--- src/design/fat12_pkg.sv ---
package fat12_pkg;

  // Table geometry
  localparam int CLUSTER_COUNT      = 2880;
  localparam int ENTRY_W            = 12;
  localparam int IDX_W              = $clog2(CLUSTER_COUNT);
  localparam int CNT_W              = $clog2(CLUSTER_COUNT + 1);
  localparam int FIRST_DATA_CLUSTER = 2;

  localparam logic [ENTRY_W-1:0] MARK_IN_USE = 12'hff0;
  localparam logic [ENTRY_W-1:0] MARK_END    = 12'hfff;
  localparam logic [ENTRY_W:0]   COUNT_WIDE  = (ENTRY_W + 1)'(CLUSTER_COUNT);

  typedef enum logic [1:0] {
    KIND_WRITE = 2'd0,
    KIND_READ  = 2'd1,
    KIND_ALLOC = 2'd2,
    KIND_CLOSE = 2'd3
  } kind_e;

  // Datapath operations, one per control word
  typedef enum logic [3:0] {
    OP_NONE,
    OP_WRITE,
    OP_READ,
    OP_READ_DONE,
    OP_SCAN_START,
    OP_SCAN_STEP,
    OP_FULL,
    OP_LINK,
    OP_MARK,
    OP_CLOSE,
    OP_EMIT
  } op_e;

  // Jump conditions: taken -> target (target + kind for CND_KIND), otherwise step + 1
  typedef enum logic [2:0] {
    CND_NEXT,
    CND_ALWAYS,
    CND_NO_ITEM,
    CND_KIND,
    CND_MISS_MORE,
    CND_HIT,
    CND_OUT_BUSY
  } cond_e;

  localparam int STEP_W = 4;
  typedef logic [STEP_W-1:0] step_t;

  localparam step_t ST_IDLE      = 4'd0;
  localparam step_t ST_DISP      = 4'd1;
  localparam step_t ST_WRITE     = 4'd2;  // ST_WRITE + kind selects the item routine
  localparam step_t ST_READ      = 4'd3;
  localparam step_t ST_ALLOC     = 4'd4;
  localparam step_t ST_CLOSE     = 4'd5;
  localparam step_t ST_READ_DONE = 4'd6;
  localparam step_t ST_SCAN      = 4'd7;
  localparam step_t ST_SCAN_END  = 4'd8;
  localparam step_t ST_FULL      = 4'd9;
  localparam step_t ST_LINK      = 4'd10;
  localparam step_t ST_MARK      = 4'd11;
  localparam step_t ST_EMIT      = 4'd15;  // falls through to ST_IDLE by wrap

  typedef struct packed {
    op_e   op;
    cond_e cond;
    step_t target;
  } ucode_t;

  typedef struct packed {
    kind_e kind;
    logic  miss_more;
    logic  hit;
  } dp_status_t;

  typedef struct packed {
    logic [ENTRY_W-1:0] value;
    logic               start;
    logic               full;
  } result_t;

  // Control store
  function automatic ucode_t ucode_rom(input step_t s);
    ucode_t w;
    unique case (s)
      ST_IDLE:      w = '{op: OP_NONE,       cond: CND_NO_ITEM,   target: ST_IDLE};
      ST_DISP:      w = '{op: OP_NONE,       cond: CND_KIND,      target: ST_WRITE};
      ST_WRITE:     w = '{op: OP_WRITE,      cond: CND_ALWAYS,    target: ST_EMIT};
      ST_READ:      w = '{op: OP_READ,       cond: CND_ALWAYS,    target: ST_READ_DONE};
      ST_ALLOC:     w = '{op: OP_SCAN_START, cond: CND_ALWAYS,    target: ST_SCAN};
      ST_CLOSE:     w = '{op: OP_CLOSE,      cond: CND_ALWAYS,    target: ST_EMIT};
      ST_READ_DONE: w = '{op: OP_READ_DONE,  cond: CND_ALWAYS,    target: ST_EMIT};
      ST_SCAN:      w = '{op: OP_SCAN_STEP,  cond: CND_MISS_MORE, target: ST_SCAN};
      ST_SCAN_END:  w = '{op: OP_NONE,       cond: CND_HIT,       target: ST_LINK};
      ST_FULL:      w = '{op: OP_FULL,       cond: CND_ALWAYS,    target: ST_EMIT};
      ST_LINK:      w = '{op: OP_LINK,       cond: CND_NEXT,      target: ST_IDLE};
      ST_MARK:      w = '{op: OP_MARK,       cond: CND_ALWAYS,    target: ST_EMIT};
      ST_EMIT:      w = '{op: OP_EMIT,       cond: CND_OUT_BUSY,  target: ST_EMIT};
      default:      w = '{op: OP_NONE,       cond: CND_ALWAYS,    target: ST_IDLE};
    endcase
    return w;
  endfunction

endpackage

--- src/design/fat12_useq.sv ---
module fat12_useq (
  input  logic                 clk_i,
  input  logic                 rst_ni,
  input  logic                 in_valid_i,
  input  logic                 out_busy_i,
  input  fat12_pkg::dp_status_t status_i,
  output fat12_pkg::op_e        op_o,
  output logic                 idle_o
);
  import fat12_pkg::*;

  step_t  step_q, step_d;
  ucode_t uc;
  logic   take;

  assign uc = ucode_rom(step_q);

  always_comb begin
    unique case (uc.cond)
      CND_NEXT:      take = 1'b0;
      CND_ALWAYS:    take = 1'b1;
      CND_NO_ITEM:   take = !in_valid_i;
      CND_KIND:      take = 1'b1;
      CND_MISS_MORE: take = status_i.miss_more;
      CND_HIT:       take = status_i.hit;
      CND_OUT_BUSY:  take = out_busy_i;
      default:       take = 1'b1;
    endcase

    if (!take) begin
      step_d = step_q + step_t'(1);
    end else if (uc.cond == CND_KIND) begin
      step_d = uc.target + step_t'(status_i.kind);
    end else begin
      step_d = uc.target;
    end
  end

  always_ff @(posedge clk_i or negedge rst_ni) begin
    if (!rst_ni) begin
      step_q <= ST_IDLE;
    end else begin
      step_q <= step_d;
    end
  end

  assign op_o   = uc.op;
  assign idle_o = (step_q == ST_IDLE);

`ifndef SYNTHESIS
  a_scan_exit : assert property (@(posedge clk_i) disable iff (!rst_ni)
    step_q == ST_SCAN |=> step_q == ST_SCAN || step_q == ST_SCAN_END)
    else $error("scan loop left to an unexpected step");

  a_emit_done : assert property (@(posedge clk_i) disable iff (!rst_ni)
    step_q == ST_EMIT && !out_busy_i |=> step_q == ST_IDLE)
    else $error("emit did not return to idle");
`endif

endmodule

--- config.mk ---
export PLATFORM = sky130hd
export DESIGN_NAME = fat12_useq
export DESIGN_NICKNAME = d
export VERILOG_FILES = /design/src/design/fat12_pkg.sv /design/src/design/fat12_useq.sv
export SDC_FILE = /design/constraint.sdc
export NUM_CORES = 1
export LEC_CHECK = 0
export BUFFER_PORTS_ARGS = -buffer_cell sky130_fd_sc_hd__buf_4
export CORE_UTILIZATION = 30
export DETAILED_ROUTE_END_ITERATION = 7
export PLACE_DENSITY = 0.47
export SYNTH_ARGS = -nofsm -noshare
export SYNTH_HDL_FRONTEND = slang
export SYNTH_SLANG_ARGS = --single-unit
export TNS_END_PERCENT = 1
--- constraint.sdc ---
create_clock -name clk_i -period 2.2 [get_ports clk_i]
set_input_delay 0.11 -clock clk_i [delete_from_list [all_inputs] [get_ports clk_i]]
set_output_delay 0.11 -clock clk_i [all_outputs]
set_load 0.03 [all_outputs]
* Yosys cells after proc, flatten, opt, wreduce, memory -nomap -nowiden *
Memories as Yosys holds them, arrays and structs flattened.
Cells that the tools add are included.

storage, ports and cells
  register bits = 4
  bits in read-only memories = 176
  output and inout bits = 5
  logic and storage cells = 15
  memories kept = 1

operators by class
  add/sub/neg operators = 2
  equal/unequal tests = 5
  multiplexer cells = 3
  reduce and logical (&&, ||, !) cells = 3

memories
  memory           depth  width  rd ports  clocked after Yosys merged registers in  wr ports  RTL line         text
  (no name shown)  16     11     1         0                                        0         fat12_pkg.sv:85  unique case (s)

operators by type and width
  kind                 number
  $eq 3x3->1 const B   3
  $mux 4               2
  $eq 3x2->1 const B   2
  $pmux 1 s5           1
  $add 4x1->4 const B  1
  $add 4x2->4          1
  $logic_not 4->1      1
  $logic_not 3->1      1
  $logic_not 1->1      1

* Depth between registers and ports, before layout *
An unclocked memory read counts as a cell.

  depth after elaboration = 4
  depth in mapped cells = 10
  mapped depth without buffers = 9

* Worst setup path after synthesis *
Ideal clock, no wire load.

  path type = flip-flop to flip-flop
  start point = reg step_q[0]
  end point = reg step_q[1]
  setup time = 0.125 ns
  data arrival time = 2.235 ns
  required time = 2.075 ns
  slack = -0.160 ns
  cell stages (with the launch flop) = 8
  period minus slack after synthesis = 2.360 ns
  path through = dfrtp_1 > inv_1 > ha_1 > and3_1 > nor2_1 > fa_1 > mux2_2 > mux2_4

on the way
  longest elaborated chain between the ends = 4
  elaborated cells between the ends (all ways) = 12
  classes of those cells = add/sub (2); eq/ne (5); mux (3); reduce/logical (1); memory (1)

ends and longest elaborated chain
  item                                         RTL line                            text
  start, declared                              fat12_useq.sv:12                    step_t step_q, step_d;
  start signal, assigned                       fat12_useq.sv:43                    step_q <= step_d;
  $mem_v2 16x11                                --
  $add 4x2->4 (tied with other cells)          fat12_useq.sv:33                    step_d = uc.target + step_t'(status_i.kind);
  $mux 4 / $pmux 1 s5 (equally long branches)  fat12_useq.sv:32, fat12_useq.sv:19
  $mux 4 *                                     fat12_useq.sv:30                    if (!take) begin
  via step_d[1]                                fat12_useq.sv:12

The timed path passes the listed nets; every way through them passes the cells marked *.

* Worst setup path in the final report *
  start point = reg step_q[1]
  end point = reg step_q[1]

Same word-level chain as after synthesis.

==> impl_metrics.yaml <==
worst_hold_path:
  min_path_type: "input pin to asynchronous set/reset pin"
clock_network:
  cts_root_buf: "clkbuf_4"
  clk_latency_ps: 230
  cts_tree: "yes"
  ctsLongestPathBuffers: 2
  clkTransAtPathRegs_ps: 40
  cts_buffers: 3
  cts.sinks: 4
  ctsHtreeMaxLevel: 1
flow_run:
  maxCapViolations: 0
cells_and_area:
  drive_gt1_frac: 0.456
  largest_reg_flops: 4
  regMostFlops: "step_q"
  multi_input_area_um2: 671
  regArea_um2: 103
  area_delta_synth_final_pct: 43.2
  fillers: 261
  n_antenna_cell: 0
  nets: 146
  largest_registers: "step_q (4)"
logic_synthesis:
  synth_edf_count: 0
  synth_flop_cell: "dfrtp_1"
  synthCells: 89
  synth.most_common_cell: "nand2_1"
  synth_commonest_cells: "nand2_1 (13), ha_1 (11), mux2i_1 (6)"
  syn-mean-instance-area_um2: 8.86
  synth_seq_area_share: 0.127
  synth_seq_cells: 4
  mappedNetlistArea_um2: 788
  synth_top_area_share: 0.175
  synth_area_leader_cell: "ha_1"
  synthesis.nets: 109
  ys_async_sr_fraction: 1.00
  yosysWarnings: 0
  synth_area_leaders: "ha_1 (17%), dfrtp_1 (13%), mux2i_1 (7.6%)"
  synth_cell_types: 32
timing:
  hold_violations: 0
  fin_crit_ps: 2270
  slew-limit-headroom: 0.726
  timing.hold.ws_ps: 215
  fin_ws_ps: -66.1
  max_freq_mhz: 441
  timing.final.crit_share: 1.03
  slew_viol_final: 0
  skew_ps: 7.98
  grt_setup_unrepaired: "yes"
  setup_violations: 2
  tightest_slew_ps: 408
setup_path:
  cp-end-kind: "flip-flop"
  critPathKind: "flip-flop to flip-flop"
  cp_max_fo: 6
  cp_data_required_time_ps: 2310
  worstPathArrival_ps: 2380
  startpoint_type: "flip-flop"
global_route:
  grt_usage: 0.153
  grt_pass1_vias: 708
  gr-total-overflow: 0
  grt_max_degree: 10
  antenna_found_initial: 0
  grt_pass1_wl_um: 3150
die:
  core_um2: 2480
  die-area_um2: 2840
  initial_utilization: 0.318
  die_y_um: 53.3
  die_w_um: 53.3
  io_pins: 13
  num_rows: 18
place:
  hpwl_um: 1650
  gp_congestion: 0.752
  port-buffer-count: 12
detailed_routing:
  routed_via_density: 4.80
  ant_nets: 0
  via_count: 744
  route.detailed.drc: 0
  drt-total-wl_um: 1960
  drt_first_pass_iters: 4
  wl_per_cell_um: 12.6
  drtIter0Drc: 5
outcome:
  violations: "setup timing"
  status: "finished with violations"
==> logic make-up after synthesis <==
family	Yosys count	synth area share
XOR/XNOR	2	0.0222
AND/OR/NAND/NOR	29	0.187
buffers and inverters	8	0.0603
adder cells (fa/ha/maj)	12	0.200
flip-flops	4	0.127
multiplexers	13	0.210
AO/OA/AOI/OAI	21	0.194
==> final cells by class <==
type,instances,share of cell area
inverters,4,0.0133
well taps,30,0.0333
repair buffers,36,0.245
flip-flops and latches,4,0.0909
clock buffers,4,0.0233
multi-input cells,77,0.594
==> metal layers <==
| layer | track usage | up-vias | part of all wire |
|---|---|---|---|
| met3 | 0.0115 | 0 | 0.016 |
| li1 | - | 389 | - |
| met1 | 0.191 | 346 | 0.48 |
| met4 | 0.0263 | 0 | 0 |
| met2 | 0.283 | 9 | 0.50 |
| met5 | 0 | - | 0 |
==> per-stage QoR <==
| step | TNS [ps] | cell area [um2] | setup WS (ps) | utilization | std cells |
|---|---|---|---|---|---|
| 6_report | -90.1 | 1130 | -66.1 | 0.456 | 155 |
| 5_1_grt | -255 | 1130 | -150 | 0.456 | 155 |
| 4_1_cts | -107 | 1120 | -72.6 | 0.453 | 154 |
| 3_5_place_dp | -123 | 1070 | -80.3 | 0.431 | 149 |
| 3_3_place_gp | -38.5 | 1070 | -29.7 | 0.431 | 149 |
| 2_1_floorplan | -12.8 | 815 | -12.8 | - | 89 |
==> what timing repair did <==
action                     in CTS  in global routing
setup buffers                   0                  1
hold endpoints to repair        4                  0
setup endpoints to repair       2                  2
pin swaps                       1                  1
resized for setup               3                  0
hold buffers                    1                  0
cloned                          0                  0
==> cells in the final DEF, fill, tap and decap left out, types with 3 or more instances in the layout <==
master	n
o21ai_0	4
ha_1	6
nand2_1	13
mux2_4	4
ha_2	4
clkbuf_4	3
a211oi_1	3
o211ai_1	3
buf_4	34
inv_1	4
a21oi_1	5
mux2i_1	6
nand2b_1	5
==> critical path, cell delays in order (launching register included) <==
cell	delay (ps)
dfrtp_2	450
ha_4	190
mux2i_1	120
nand2_1	80
o31a_1	150
ha_2	190
fa_1	420
mux2_2	260
mux2_4	270
==> path summary, 6_finish.rpt <==
path | startpoint | end | slack [ps] | depth (start not counted)
worst max-delay path | step_q[1] | step_q[1] | -70 | 8
worst min-delay path | rst_ni | step_q[0] | 210 | 2
worst max register to register | step_q[1] | step_q[1] | -70 | 8
worst min register to register | step_q[0] | step_q[0] | 660 | 2
max in group asynchronous | rst_ni | step_q[1] | 1870 | 2
min in group clk_i | status_i[2] | step_q[0] | 340 | 4
Power is not shown: default switching activity piles up to over one toggle a cycle in this logic, so the estimate is an artifact.
